--- src/sv/ncd_pkg.sv ---
// Package for the chunk deframer: result item type, result kinds, markers.
// Used by ncd_rq.sv, nsv_chunk_deframer.sv and tb_top.sv; depends on nothing.
package ncd_pkg;

	// log2 of the result queue depth (queue must hold at least four items)
	localparam int unsigned NCD_RQ_LOG2 = 2;

	// result kinds
	localparam logic [2:0] KIND_VIDEO_START = 3'd0;
	localparam logic [2:0] KIND_AUDIO_START = 3'd1;
	localparam logic [2:0] KIND_VIDEO_BYTE  = 3'd2;
	localparam logic [2:0] KIND_AUDIO_BYTE  = 3'd3;
	localparam logic [2:0] KIND_SYNC_LOST   = 3'd4;

	// configuration register indexes
	localparam logic CFG_VIDEO_PRESENT = 1'b0;
	localparam logic CFG_AUDIO_PRESENT = 1'b1;

	// header markers
	localparam logic [15:0] MARK_CHUNK    = 16'h4E53;
	localparam logic [15:0] MARK_SHORT    = 16'hEFBE;
	localparam logic [7:0]  MARK_SYNC_B2  = 8'h56;
	localparam logic [7:0]  MARK_SYNC_B3  = 8'h73;

	// byte counts of the fixed sections
	localparam logic [4:0] HDR_LEN    = 5'd7;
	localparam logic [4:0] SKIP_LEN   = 5'd10;
	localparam logic [4:0] AUXHDR_LEN = 5'd6;

	// one result item
	typedef struct packed {
		logic [2:0]  kind;
		logic [7:0]  payload_byte;
		logic [19:0] packet_length;
		logic [31:0] frame_number;
		logic        last_of_packet;
	} result_t;

	function automatic result_t make_result(logic [2:0] kind, logic [7:0] byte_v,
	                                        logic [19:0] len, logic [31:0] frame,
	                                        logic last);
		result_t r;
		r.kind           = kind;
		r.payload_byte   = byte_v;
		r.packet_length  = len;
		r.frame_number   = frame;
		r.last_of_packet = last;
		return r;
	endfunction

endpackage

--- src/sv/ncd_rq.sv ---
// Result queue of the chunk deframer: takes up to three items per cycle,
// hands out one per cycle while pop is high. Depends on ncd_pkg.
module ncd_rq import ncd_pkg::*; #(
	parameter int unsigned LOG2 = NCD_RQ_LOG2
) (
	input  logic          clk,
	input  logic          arst_n,
	input  logic [1:0]    push_cnt,
	input  result_t [2:0] push_data,
	input  logic          pop,
	output result_t       head,
	output logic          not_empty,
	output logic          room
);

	localparam int unsigned DEPTH = 1 << LOG2;

	result_t          mem_q [DEPTH];
	logic [LOG2-1:0]  wr_q;
	logic [LOG2-1:0]  rd_q;
	logic [LOG2:0]    count_q;
	logic             do_pop;

	assign not_empty = (count_q != '0);
	assign do_pop    = pop && not_empty;
	assign head      = mem_q[rd_q];
	// room for a worst-case byte (three items)
	assign room      = (count_q <= (LOG2+1)'(DEPTH - 3));

	// storage
	always_ff @(posedge clk) begin
		for (int k = 0; k < 3; k++) begin
			if (2'(k) < push_cnt) begin
				mem_q[wr_q + LOG2'(k)] <= push_data[k];
			end
		end
	end

	// pointers and fill level
	always_ff @(posedge clk or negedge arst_n) begin
		if (!arst_n) begin
			wr_q    <= '0;
			rd_q    <= '0;
			count_q <= '0;
		end else begin
			wr_q    <= wr_q + LOG2'(push_cnt);
			if (do_pop) begin
				rd_q <= rd_q + 1'b1;
			end
			count_q <= count_q + (LOG2+1)'(push_cnt) - (LOG2+1)'(do_pop);
		end
	end

endmodule

--- src/sv/nsv_chunk_deframer.sv ---
// Chunk deframer: splits a container byte stream into video/audio packet items.
// Each taken byte writes its results into the result queue; the output is its head.
// Throughput: one byte per cycle; a byte makes at most three results, and the input
// stalls while the result queue has fewer than three free slots, so the output drain
// rate (one result per cycle) bounds bursts of multi-result bytes.
// Reset: control state, lengths and frame counter clear; both present bits set to 1.
module nsv_chunk_deframer import ncd_pkg::*; #(
	parameter int unsigned RQ_LOG2 = NCD_RQ_LOG2
) (
	input  logic        clk,
	input  logic        arst_n,
	input  logic        in_valid,
	output logic        in_stall,
	input  logic [7:0]  data_byte,
	output logic        out_valid,
	input  logic        out_stall,
	output logic [2:0]  result_kind,
	output logic [7:0]  payload_byte,
	output logic [19:0] packet_length,
	output logic [31:0] frame_number,
	output logic        last_of_packet,
	input  logic        cfg_we,
	input  logic        cfg_index,
	input  logic        cfg_data
);

	typedef enum logic [2:0] {
		PH_HEADER  = 3'd0,
		PH_SKIP10  = 3'd1,
		PH_HEADER2 = 3'd2,
		PH_AUXHDR  = 3'd3,
		PH_AUXSKIP = 3'd4,
		PH_VIDEO   = 3'd5,
		PH_AUDIO   = 3'd6
	} phase_t;

	phase_t      phase_q, phase_n;
	logic [4:0]  pc_q, pc_n;
	logic [7:0]  hb_q [7];
	logic [15:0] aux_q, aux_n;
	logic [19:0] vrem_q, vrem_n;
	logic [15:0] arem_q, arem_n;
	logic [31:0] cc_q, cc_n;
	logic        vp_q, ap_q;

	logic          accept;
	logic [1:0]    n_res;
	result_t [2:0] res;
	result_t       head;
	logic          rq_valid, rq_room;

	assign accept   = in_valid && !in_stall;
	assign in_stall = !rq_room;

	// per-byte state update and result generation
	always_comb begin
		logic        sv, sa, use_hdr;
		logic [7:0]  h2, h3, h4, h5, h6;
		logic [16:0] sub;
		sv = 1'b0; sa = 1'b0; use_hdr = 1'b0;
		phase_n = phase_q; pc_n = pc_q; aux_n = aux_q;
		vrem_n = vrem_q; arem_n = arem_q; cc_n = cc_q;
		n_res = 2'd0;
		res   = '0;
		h2 = hb_q[2]; h3 = hb_q[3]; h4 = hb_q[4]; h5 = hb_q[5]; h6 = data_byte;
		sub = 17'd0;
		case (phase_q)
			PH_HEADER, PH_HEADER2: begin
				pc_n = pc_q + 5'd1;
				if (pc_n >= HDR_LEN) begin
					pc_n    = 5'd0;
					use_hdr = 1'b1;
					if (phase_q == PH_HEADER) begin
						if ({hb_q[0], hb_q[1]} == MARK_CHUNK) begin
							if (h2 == MARK_SYNC_B2 && h3 == MARK_SYNC_B3) begin
								phase_n = PH_SKIP10;
								use_hdr = 1'b0;
							end
						end else if ({hb_q[0], hb_q[1]} != MARK_SHORT) begin
							res[n_res] = make_result(KIND_SYNC_LOST, 8'd0, 20'd0, cc_q, 1'b0);
							n_res = n_res + 2'd1;
						end
					end
				end
			end
			PH_SKIP10: begin
				pc_n = pc_q + 5'd1;
				if (pc_n >= SKIP_LEN) begin
					pc_n    = 5'd0;
					phase_n = PH_HEADER2;
				end
			end
			PH_AUXHDR: begin
				if (pc_q == 5'd0) begin
					aux_n = {8'd0, data_byte};
				end else if (pc_q == 5'd1) begin
					aux_n = {data_byte, aux_q[7:0]};
				end
				pc_n = pc_q + 5'd1;
				if (pc_n >= AUXHDR_LEN) begin
					pc_n   = 5'd0;
					sub    = {1'b0, aux_n} + 17'd6;
					vrem_n = (vrem_q > {3'd0, sub}) ? vrem_q - {3'd0, sub} : 20'd0;
					if (aux_n == 16'd0) begin
						sv = 1'b1;
					end else begin
						phase_n = PH_AUXSKIP;
					end
				end
			end
			PH_AUXSKIP: begin
				if (aux_q != 16'd0) begin
					aux_n = aux_q - 16'd1;
				end
				if (aux_n == 16'd0) begin
					sv = 1'b1;
				end
			end
			PH_VIDEO: begin
				if (vp_q) begin
					res[n_res] = make_result(KIND_VIDEO_BYTE, data_byte, 20'd0, cc_q,
					                         vrem_q == 20'd1);
					n_res = n_res + 2'd1;
				end
				if (vrem_q != 20'd0) begin
					vrem_n = vrem_q - 20'd1;
				end
				if (vrem_n == 20'd0) begin
					sa = 1'b1;
				end
			end
			PH_AUDIO: begin
				if (ap_q) begin
					res[n_res] = make_result(KIND_AUDIO_BYTE, data_byte, 20'd0, cc_q,
					                         arem_q == 16'd1);
					n_res = n_res + 2'd1;
				end
				if (arem_q != 16'd0) begin
					arem_n = arem_q - 16'd1;
				end
				if (arem_n == 16'd0) begin
					cc_n    = cc_q + 32'd1;
					phase_n = PH_HEADER;
					pc_n    = 5'd0;
				end
			end
			default: begin
				phase_n = PH_HEADER;
				pc_n    = 5'd0;
			end
		endcase
		// decode a completed header
		if (use_hdr) begin
			vrem_n = {h4, h3, h2[7:4]};
			arem_n = {h6, h5};
			if (h2[3:0] != 4'd0) begin
				phase_n = PH_AUXHDR;
				pc_n    = 5'd0;
			end else begin
				sv = 1'b1;
			end
		end
		// video packet start
		if (sv) begin
			if (vp_q) begin
				res[n_res] = make_result(KIND_VIDEO_START, 8'd0, vrem_n, cc_q, 1'b0);
				n_res = n_res + 2'd1;
			end
			if (vrem_n == 20'd0) begin
				sa = 1'b1;
			end else begin
				phase_n = PH_VIDEO;
			end
		end
		// audio packet start
		if (sa) begin
			if (ap_q) begin
				res[n_res] = make_result(KIND_AUDIO_START, 8'd0, {4'd0, arem_n}, cc_q, 1'b0);
				n_res = n_res + 2'd1;
			end
			if (arem_n == 16'd0) begin
				cc_n    = cc_q + 32'd1;
				phase_n = PH_HEADER;
				pc_n    = 5'd0;
			end else begin
				phase_n = PH_AUDIO;
			end
		end
	end

	// header byte store
	always_ff @(posedge clk) begin
		if (accept && (phase_q == PH_HEADER || phase_q == PH_HEADER2) && pc_q < HDR_LEN) begin
			hb_q[pc_q[2:0]] <= data_byte;
		end
	end

	// control state and configuration
	always_ff @(posedge clk or negedge arst_n) begin
		if (!arst_n) begin
			phase_q <= PH_HEADER;
			pc_q    <= 5'd0;
			aux_q   <= 16'd0;
			vrem_q  <= 20'd0;
			arem_q  <= 16'd0;
			cc_q    <= 32'd0;
			vp_q    <= 1'b1;
			ap_q    <= 1'b1;
		end else begin
			if (accept) begin
				phase_q <= phase_n;
				pc_q    <= pc_n;
				aux_q   <= aux_n;
				vrem_q  <= vrem_n;
				arem_q  <= arem_n;
				cc_q    <= cc_n;
			end
			if (cfg_we) begin
				case (cfg_index)
					CFG_VIDEO_PRESENT: vp_q <= cfg_data;
					CFG_AUDIO_PRESENT: ap_q <= cfg_data;
					default: ;
				endcase
			end
		end
	end

	ncd_rq #(
		.LOG2(RQ_LOG2)
	) u_rq (
		.clk       (clk),
		.arst_n    (arst_n),
		.push_cnt  (accept ? n_res : 2'd0),
		.push_data (res),
		.pop       (!out_stall),
		.head      (head),
		.not_empty (rq_valid),
		.room      (rq_room)
	);

	assign out_valid      = rq_valid;
	assign result_kind    = head.kind;
	assign payload_byte   = head.payload_byte;
	assign packet_length  = head.packet_length;
	assign frame_number   = head.frame_number;
	assign last_of_packet = head.last_of_packet;

`ifndef NO_ASSERTIONS
	// payload phases never sit with nothing left to move
	a_video_nonzero: assert property (@(posedge clk) disable iff (!arst_n)
		phase_q == PH_VIDEO |-> vrem_q != 20'd0)
		else $error("video phase with zero remaining");
	a_audio_nonzero: assert property (@(posedge clk) disable iff (!arst_n)
		phase_q == PH_AUDIO |-> arem_q != 16'd0)
		else $error("audio phase with zero remaining");
	a_auxskip_nonzero: assert property (@(posedge clk) disable iff (!arst_n)
		phase_q == PH_AUXSKIP |-> aux_q != 16'd0)
		else $error("aux skip with zero remaining");
	// header byte index stays inside the header
	a_hdr_index: assert property (@(posedge clk) disable iff (!arst_n)
		(phase_q == PH_HEADER || phase_q == PH_HEADER2) |-> pc_q < HDR_LEN)
		else $error("header byte index out of range");
`endif

endmodule

--- config.mk ---
export PLATFORM = sky130hd
export DESIGN_NAME = nsv_chunk_deframer
export DESIGN_NICKNAME = d
export VERILOG_FILES = /design/src/sv/ncd_pkg.sv /design/src/sv/ncd_rq.sv /design/src/sv/nsv_chunk_deframer.sv
export SDC_FILE = /design/constraint.sdc
export NUM_CORES = 1
export LEC_CHECK = 0
export BUFFER_PORTS_ARGS = -buffer_cell sky130_fd_sc_hd__buf_2
export CORE_MARGIN = 1
export CORE_UTILIZATION = 30
export DETAILED_ROUTE_END_ITERATION = 7
export PLACE_DENSITY_LB_ADDON = 0.08
export SYNTH_ARGS = -nofsm -noshare
export SYNTH_HDL_FRONTEND = slang
export SYNTH_HIERARCHICAL = 1
export SYNTH_SLANG_ARGS = --single-unit
--- constraint.sdc ---
create_clock -name clk -period 32.7 [get_ports clk]
set_clock_uncertainty 0.1 [all_clocks]
set_input_delay 1.635 -clock clk [delete_from_list [all_inputs] [get_ports clk]]
set_output_delay 1.635 -clock clk [all_outputs]
set_load 0.005 [all_outputs]
# After elaboration in Yosys (flattened, before gate mapping)
# Memory sizes are Yosys's and may differ from the RTL's.
# Index checks and enable logic that the tools add are counted.
dict set report word_totals {
  in_bits 15
  ff_bits 101
  out_inout_bits 66
  n_memories 2
  mem_bits_rw 312
}
dict set report op_classes {
  n_reduce_logical 29
  add_sub_neg 15
  muxes 96
  order_cmp 13
  n_bitwise 1
  eq_ne 13
}
# memory words word_bits rd rd_ports_with_merged_regs write_ports line
set mem_list {}
lappend mem_list {u_rq.mem_q 4 64 1 0 3 ncd_rq.sv:18} ;# result_t mem_q [DEPTH];
lappend mem_list {hb_q 7 8 6 0 1 nsv_chunk_deframer.sv:39} ;# logic [7:0] hb_q [7];
# operator n
set ops {}
lappend ops {{two-way mux 192 bit} 4}
lappend ops {{bitwise mux 192 bit} 2}
lappend ops {{two-way mux 64 bit} 6}
lappend ops {{demux 64 bit (select 2 bit)} 2}
lappend ops {{one-hot mux 64 bit (3 select lines)} 1}
lappend ops {{two-way mux 16 bit} 9}
lappend ops {{two-way mux 32 bit} 4}
lappend ops {{two-way mux 63 bit} 2}
lappend ops {{two-way mux 20 bit} 5}
lappend ops {{logical NOT 16 bit} 4}
lappend ops {{two-way mux 3 bit} 14}
lappend ops {{logical NOT 20 bit} 2}
lappend ops {{two-way mux 5 bit} 8}
lappend ops {{one-hot mux 20 bit (2 select lines)} 1}
lappend ops {{adder 32 x 1 -> 32 bit (second input constant)} 1}
lappend ops {{one-hot mux 16 bit (2 select lines)} 1}
lappend ops {{nonzero test 16 bit} 2}
lappend ops {{subtractor 16 x 1 -> 16 bit (second input constant)} 2}
lappend ops {{two-way mux 1 bit} 28}
lappend ops {{one-hot mux 5 bit (5 select lines)} 1}
lappend ops {{== test 20 x 1 -> 1 bit (second input constant)} 1}
lappend ops {{greater-than comparator 20 x 17 -> 1 bit} 1}
lappend ops {{nonzero test 20 bit} 1}
lappend ops {{subtractor 20 x 1 -> 20 bit (second input constant)} 1}
lappend ops {{other kinds (39)} 64}

# Depth between registers and ports, before layout
# Gate-level depths: netlist (run 1).
dict set report logic_depth {
  word_depth 18
  mapped_depth 35
  ltp_nobuf 28
}

# Cells and area by module
# Netlist (run 1), hierarchy kept.
# module area_per_inst_um2 instances seq_area_each_um2 cells_each
set modules_own_cells {}
lappend modules_own_cells {ncd_rq 14928.1 1 7862.5 1524}
lappend modules_own_cells {nsv_chunk_deframer 12192.9 1 3796.1 1540}

# Least setup slack after synthesis (run 1)
# No wires, ideal clock.
dict set report synth_timing {
  kind {input-to-reg}
  startpoint {input data_byte[3]}
  endpoint {memory u_rq/mem_q[0][0] (netlist name), enable pin}
  arrival_ps 12491
  path_buffers 6
  setup_slack_ps 19527
  stages 27
  setup_time_ps 581
  cell_sequence {clkbuf_1 -> a31oi_1 -> or3_1 -> or3b_2 -> or2_2 -> nor2_1 -> xnor2_1 -> ha_1 -> clkbuf_1 -> nand3_1 -> o2bb2ai_1 -> or3b_1 -> or3_1 -> and3_1 -> clkbuf_1 -> a221o_1 -> o41a_1 -> or3_1 -> o41ai_4 -> and2_1 -> buf_4 -> mux2_2 -> nor2_1 -> buf_4 -> buf_6 -> o21ai_0 -> a211oi_1}
}
# element line
set synth_lines {}
lappend synth_lines {{from (decl)} nsv_chunk_deframer.sv:14} ;# input logic [7:0] data_byte,
lappend synth_lines {{to (decl)} ncd_rq.sv:18}

==> results of run 1 <==
-- area by class of cell --
type | count | area [sq um]
clock buffers | 73 | 1480
flip-flops and latches | 405 | 11700
well taps | 1165 | 1460
clock inverters | 26 | 262
multi-input cells | 2492 | 14600
inverters | 38 | 143
diodes | 1 | 2.50
fillers | 9082 | 58500
repair buffers | 130 | 778
-- layer usage --
layer	GRT usage, %	vias up
li1	-	11200
met1	31.9	11800
met2	36.9	912
met3	2.83	170
met4	5.93	0
met5	0	-
-- logic make-up (layout without fill, tap and decap cells) --
family / Yosys count / after routing / synth area share, %
DFF: 405 / 405 / 43.0
xor gates and xnor gates: 82 / 82 / 2.65
adders and majority gates: 41 / 41 / 1.95
muxes: 95 / 95 / 6.49
and+or+nand+nor: 1516 / 1516 / 25.3
buffers and inverters: 270 / 267 / 5.04
other: 1 / 105 / 0.0138
AOI/OAI and AO/OA: 654 / 654 / 15.6
-- Yosys cell counts, types with 25 or more instances --
library cell and count:
clkbuf_1 84, nand2_1 677, mux4_2 64, o21ai_0 98, nand3_1 55, dfrtp_1 99
a31oi_1 268, a21oi_1 85, buf_2 99, o22ai_1 46, and2_1 77, xor2_1 52
nor2b_1 42, nor2_1 410, inv_1 37, or3_1 25, nor4_1 30, ha_1 39
edfxtp_1 304, xnor2_1 30, nor3_1 49
-- worst max path at each step --
stage                 startpoint           endpoint  slack, ps  depth (start not counted)
detailed placement  data_byte[3]  u_rq/mem_q[1][35]      21390                         23
finish                   pc_q[0]  u_rq/mem_q[1][30]      21970                         26
global route             pc_q[1]  u_rq/mem_q[1][42]      21240                         26
floorplan           data_byte[3]   u_rq/mem_q[0][0]      19530                         27
global placement    data_byte[4]  u_rq/mem_q[1][31]      21400                         23
CTS                      pc_q[0]  u_rq/mem_q[1][40]      22020                         26
-- state kept, by name, summed over array words and instances (netlist names) --
signal / flops
phase_q: 3
pc_q: 5
hb_q: 48
cc_q: 32
u_rq/rd_q: 2
arem_q: 16
vrem_q: 20
u_rq/wr_q: 2
ap_q: 1
u_rq/count_q: 3
vp_q: 1
aux_q: 16
u_rq/mem_q: 256
-- cells in the final DEF, fill, tap and decap left out, drive strengths merged, types with 8 or more instances in the layout --
cell type,instances
dfrtp,99
nor4b,9
inv,40
and2,78
o22ai,46
nand2,678
xor2,52
mux2i,24
or4,11
nor2,410
o21ai,101
nand3b,11
nor3b,16
mux4,64
clkinv,18
nand4,23
edfxtp,304
a31oi,268
ha,39
a22oi,8
nor2b,42
buf,130
and3,23
nor3,49
nand3,57
nand4b,9
a21oi,85
a21o,12
a221oi,8
a211oi,22
nand2b,16
clkbuf,73
nor4,32
or3,25
conb,104
xnor2,30
a2111oi,9
-- through the flow --
| stage | area (sq um) | util (%) | setup slack, ps | instances |
|---|---|---|---|---|
| final | 30400 | 34.2 | 21970 | 4330 |
| after global routing | 30400 | 34.2 | 21240 | 4329 |
| after CTS | 30400 | 34.2 | 22020 | 4329 |
| after detailed placement | 28700 | 32.2 | 21390 | 4230 |
| after global placement | 28700 | 32.2 | 21400 | 4230 |
| after floorplan | 27500 | - | 19530 | 3167 |
-- worst register-to-register path, cell delays in order, from the launching register on --
cell       delay [ps]
dfrtp_1           450
inv_1             170
ha_1              180
nor4b_2           180
buf_4             360
a31oi_1           200
or3_1             430
or3b_2            520
or2_2             350
nor3_1            180
o22ai_1           140
ha_1              260
a21oi_1           300
o2bb2ai_1         140
or3b_1            440
or4_1             540
nand2_1           170
nor2_1             60
a221oi_1          820
nand4_1           270
o41ai_4           690
and2_1            360
xnor2_1           100
nor2_1            790
a21oi_1           340
o21ai_4           990
buf_4             810
-- power groups by stage --
stage               combinational [uW]  sequential, uW  clock (uW)
floorplan                          779             630           0
global placement                  1110             718           0
detailed placement                1100             718           0
CTS                               1100             708         599
global route                      1200             719         614
finish                            1110             709         583
==> results.sh, run 1 <==
export IMPL_postCtsSetupBuffers=0
export IMPL_drt_initial_drc_count=2139
export IMPL_end_kind="flop"
export IMPL_ff2ff_path_depth=26
export IMPL_place_hpwl_mm=67.8
export IMPL_cap_violations=0
export IMPL_cts_max_level=2
export IMPL_finalCritPeriodShare_pct=32.8
export IMPL_power_density_mw_per_mm2=78.9
export IMPL_yosysTopAreaCell="edfxtp_1"
export IMPL_wl_mm=105
export IMPL_synth_main_ff_cell="edfxtp_1"
export IMPL_startpoint_type="flop"
export IMPL_grt_pass1_wl_mm=156
export IMPL_synth_area_per_cell_sq_um=8.85
export IMPL_yosysWarnings=6
export IMPL_grt_pass1_vias=23500
export IMPL_route_detailed_drc=0
export IMPL_antenna_found_initial=0
export IMPL_yosysUniqueCellTypes=97
export IMPL_clock_tree_root_cell="clkbuf_16"
export IMPL_clkPwrFrac_pct=24.3
export IMPL_cpPeakStageDelay_ps=990
export IMPL_p_leak_uw=0.0109
export IMPL_cts_hold_repair_buffers=0
export IMPL_synth_edf_count=304
export IMPL_maxSlewHeadroom_pct=19.7
export IMPL_die_w_um=303
export IMPL_grt_max_degree=79
export IMPL_holdWs_ps=392
export IMPL_grt_use_total_pct=22.7
export IMPL_cp_buffers_inverters=3
export IMPL_io_pins=81
export IMPL_p_int_uw=1340
export IMPL_clk_pin_slew_ps=50
export IMPL_avgViaCountPerCell=5.56
export IMPL_highest_layer="met4"
export IMPL_setup_viol=0
export IMPL_p_switching_uw=1060
export IMPL_vdd_ir_drop_max_v=0.0000527
export IMPL_io_buffers=80
export IMPL_synth_seq_area_share_pct=43.0
export IMPL_rsz0062_at_grt="false"
export IMPL_rr_startpoint="pc_q[0]"
export IMPL_wl_met2_mm=48.4
export IMPL_rows=109
export IMPL_ys_ff_latch=405
export IMPL_cts_resized=0
export IMPL_clock_sinks=405
export IMPL_min_to="cc_q[31]"
export IMPL_hp_start="cc_q[31]"
export IMPL_insertion_delay_ps=630
export IMPL_switching_share_pct=44.2
export IMPL_design_core_area_sq_mm=0.0889
export IMPL_worstMarginPinSlew_ps=1200
export IMPL_hold_path_class="flop to flop"
export IMPL_wl_per_cell_um=24.3
export IMPL_synth_top_area_share_pct=33.7
export IMPL_ant_nets=0
export IMPL_drive_gt1_share_pct=10.6
export IMPL_worstPathRequired_ps=32840
export IMPL_seq_power_share_pct=29.6
export IMPL_cp_data_arrival_time_ps=10870
export IMPL_r2r_end="u_rq/mem_q[1][30]"
export IMPL_die_area_sq_mm=0.0916
export IMPL_numCtsBuffers=53
export IMPL_status="finished clean"
export IMPL_synthArstFlopShare_pct=24.9
export IMPL_critPathTopFamily="simple AND/OR/NAND/NOR gates"
export IMPL_critPathKind="flop to flop"
export IMPL_finalMaxSlewViolations=0
export IMPL_comb_power_share_pct=46.1
export IMPL_layout_nets=3176
export IMPL_min_path_cells=1
export IMPL_synthCells=3064
export IMPL_die_height_um=303
export IMPL_power_uw=2400
export IMPL_cts_tree="done"
export IMPL_final_hold_viol_count=0
export IMPL_routabilityCongestion=0.909
export IMPL_setup_tns_ps=0
export IMPL_syn_area_sq_mm=0.0271
export IMPL_r2r_setup_slack_ps=21970
export IMPL_syn_to_final_growth_pct=12.1
export IMPL_clockBufferDepth=3
export IMPL_yosys_top_cells_area="edfxtp_1 34%, nand2_1 9.4%, dfrtp_1 9.1%"
export IMPL_met1_length_mm=48.3
export IMPL_dr_wl_met3_mm=6.37
export IMPL_cpMaxStageDelayCell="o21ai_4"
export IMPL_firstDrtPassIters=6
export IMPL_overflow=0
export IMPL_fin_crit_ps=10730
export IMPL_fmaxAchievable_ghz=0.0932
export IMPL_start_util_pct=30.5
export IMPL_crit_path_max_fanout=41
export IMPL_vias=24100
Power figures use the tool's default switching activity.
==> run 2, diff against run 1 <==
Settings changed: ABC_AREA set to 1.
Clock period 32.7 ns to 11.14 ns, I/O delays scaled along.
==> run 2 against run 1 <==
Compared with the run above:
- synthesized area increased by 17%
- final cell count grew 44%
- sequential cell count unchanged
- register-to-register slack worse by 20000 ps
- sequential power grew to 2.8 times the previous value
- clock power increased to 3.0 times the previous value
- sequential share of layout area shrank 5.1 points
- critical path depth increased by 12
- utilization decreased by 0.88 points
- global-route usage increased by 1.9 points
- critical path type unchanged
- combinational power rose to 3.8 times the previous value
- fmax rose by 21%
==> results.sh, run 2 <==
export IMPL_synthCells=4829
export IMPL_crit_path_max_fanout=41
export IMPL_postCtsSetupBuffers=0
export IMPL_io_pins=81
export IMPL_p_leak_uw=0.0162
export IMPL_layout_common_cells="1702 x nand2_1, 544 x nand3_1, 456 x nor2_1, 404 x inv_1, 304 x edfxtp_1"
export IMPL_cpPeakStageDelay_ps=680
export IMPL_hp_start="cfg_data"
export IMPL_design_core_area_sq_mm=0.105
export IMPL_power_density_mw_per_mm2=225
export IMPL_synth_seq_area_share_pct=36.7
export IMPL_rsz0062_at_grt="false"
export IMPL_worstMarginPinSlew_ps=1190
export IMPL_top_register="u_rq/mem_q"
export IMPL_io_buffers=80
export IMPL_largest_reg_flops=256
export IMPL_maxSlewHeadroom_pct=20.2
export IMPL_final_util_pct=33.3
export IMPL_synth_top_family_by_area="simple AND/OR/NAND/NOR gates"
export IMPL_drt_initial_drc_count=3056
export IMPL_yosys_top_cells_area="edfxtp_1 29%, nand2_1 20%, nand3_1 8.7%"
export IMPL_synth_compound_area_share_pct=8.51
export IMPL_grt_max_degree=78
export IMPL_place_hpwl_mm=84.1
export IMPL_fin_crit_ps=8870
export IMPL_die_w_um=328
export IMPL_route_detailed_drc=0
export IMPL_cts_tree="done"
export IMPL_synth_area_per_cell_sq_um=6.59
export IMPL_grt_use_total_pct=24.6
export IMPL_num_antenna_cells=0
export IMPL_clockBufferDepth=3
export IMPL_yosysTopAreaCell="edfxtp_1"
export IMPL_vdd_ir_drop_max_v=0.000127
export IMPL_cp_data_arrival_time_ps=9110
export IMPL_startpoint="pc_q[1]"
export IMPL_syn_to_final_growth_pct=10.2
export IMPL_antenna_found_initial=2
export IMPL_ant_nets=0
export IMPL_crit_top_cell="nand2_1"
export IMPL_hold_path_class="input pin to flop"
export IMPL_synthAdderAreaFrac_pct=1.66
export IMPL_yosysWarnings=6
export IMPL_critPathKind="flop to flop"
export IMPL_final_common_cell="nand2_1"
export IMPL_die_height_um=328
export IMPL_rr_startpoint="pc_q[1]"
export IMPL_setup_tns_ps=0
export IMPL_startpoint_type="flop"
export IMPL_end_kind="flop"
export IMPL_vias=32300
export IMPL_synth_edf_count=304
export IMPL_cts_max_level=2
export IMPL_worstPathRequired_ps=11380
export IMPL_synth_xor_area_share_pct=2.18
export IMPL_status="finished clean"
export IMPL_synth_mux_area_share_pct=0
export IMPL_grt_pass1_vias=31100
export IMPL_clock_sinks=405
export IMPL_numCtsBuffers=54
export IMPL_synth_main_ff_cell="edfxtp_1"
export IMPL_syn_area_sq_mm=0.0318
export IMPL_synth_most_common_cell="nand2_1"
export IMPL_cap_violations=0
export IMPL_synthArstFlopShare_pct=24.9
export IMPL_overflow=0
export IMPL_insertion_delay_ps=670
export IMPL_ys_ff_latch=405
export IMPL_wl_mm=135
export IMPL_rows=119
export IMPL_final_hold_viol_count=0
export IMPL_finalMaxSlewViolations=0
export IMPL_routabilityCongestion=0.877
export IMPL_drive_gt1_share_pct=6.50
export IMPL_finalCritPeriodShare_pct=79.6
export IMPL_layout_nets=4840
export IMPL_fmaxAchievable_ghz=0.113
export IMPL_yosysUniqueCellTypes=60
export IMPL_grt_pass1_wl_mm=201
export IMPL_wl_per_cell_um=21.7
export IMPL_synth_simple_area_share_pct=41.4
export IMPL_yosys_top_cells_count="1706 x nand2_1, 550 x nand3_1, 460 x nor2_1"
export IMPL_firstDrtPassIters=5
export IMPL_clk_pin_slew_ps=60
export IMPL_cpMaxStageDelayCell="nand3_4"
export IMPL_setup_viol=0
export IMPL_synth_top_area_share_pct=28.7
export IMPL_avgViaCountPerCell=5.20
export IMPL_start_util_pct=30.2
export IMPL_die_area_sq_mm=0.107
export IMPL_clock_tree_root_cell="clkbuf_16"
[run 2: cell count changes in the layout (fill, tap and decap cells not counted), sizes merged, moves of 33 or more]
cell   previous run  this run
conb            104        71
nor2b            42         0
nand3            57       560
mux4             64         0
nand4            23       222
and2             78         3
inv              40       422
nand2           678      1713
nor2            410       478
a31oi           268         7
o21ai           101       347
[run 2: repair_timing]
action                                 in CTS  in global routing
hold buffers                                4                  0
endpoints found under the hold margin      49                  0
resized for setup                           0                  0
[run 2: final timing paths]
path                                endpoint  slack [ps]  cells after the start
setup / recovery           u_rq/mem_q[0][53]        2270                     38
hold / removal                          vp_q          40                      3
setup reg to reg           u_rq/mem_q[0][53]        2270                     38
hold reg to reg              u_rq/count_q[2]         410                      2
max in group asynchronous         vrem_q[13]        9130                      3
min in group asynchronous           cc_q[17]         440                      2
[run 2: kinds of logic (layout without fill, tap and decap cells)]
logic type	after synthesis	in the layout
and+or+nand+nor	3057	3057
AOI/OAI and AO/OA	510	510
buffers and inverters	736	666
xor gates and xnor gates	79	79
DFF	405	405
other	1	71
adders and majority gates	41	41
[run 2: routing by layer]
metal	vias to the layer above	global-route usage (%)	share of wire [%]
met5	-	0	0
met4	0	8.10	3.0
met3	235	3.67	6.4
met2	1119	39.6	45
met1	15300	33.8	45
li1	15700	-	-
[run 2: final cells by class]
class	count	area, sq um
Multi-Input combinational cell	3758	17500
Sequential cell	405	11700
Timing Repair Buffer	140	901
Fill cell	11500	70200
Clock inverter	41	327
Tap cell	1391	1740
Inverter	425	1610
Clock buffer	60	1370
[run 2: power by group]
group	switching, uW	total, uW	leakage (uW)	internal, uW
logic	3050	4180	0.0114	1130
clock network	758	1740	0.000843	979
registers	228	1980	0.00396	1750
[run 2: stage by stage]
step	area [sq um]	worst slack, ps	std cells	hold WS, ps	power, uW
6_report	35100	2270	6220	43.5	7890
2_1_floorplan	32100	293	4899	161	4710
5_1_grt	35100	1500	6220	49.4	8460
4_1_cts	35100	2210	6220	0.161	7950
3_3_place_gp	33300	2470	6115	387	6200
3_5_place_dp	33300	2190	6115	396	6190
[run 2: critical path, delay by kind of cell (launching register included)]
family	cells	cell delay [ps]
buffers and inverters	5	1060
xor gates and xnor gates	1	180
AOI/OAI and AO/OA	3	320
adders and majority gates	3	820
DFF	1	480
and+or+nand+nor	26	5510
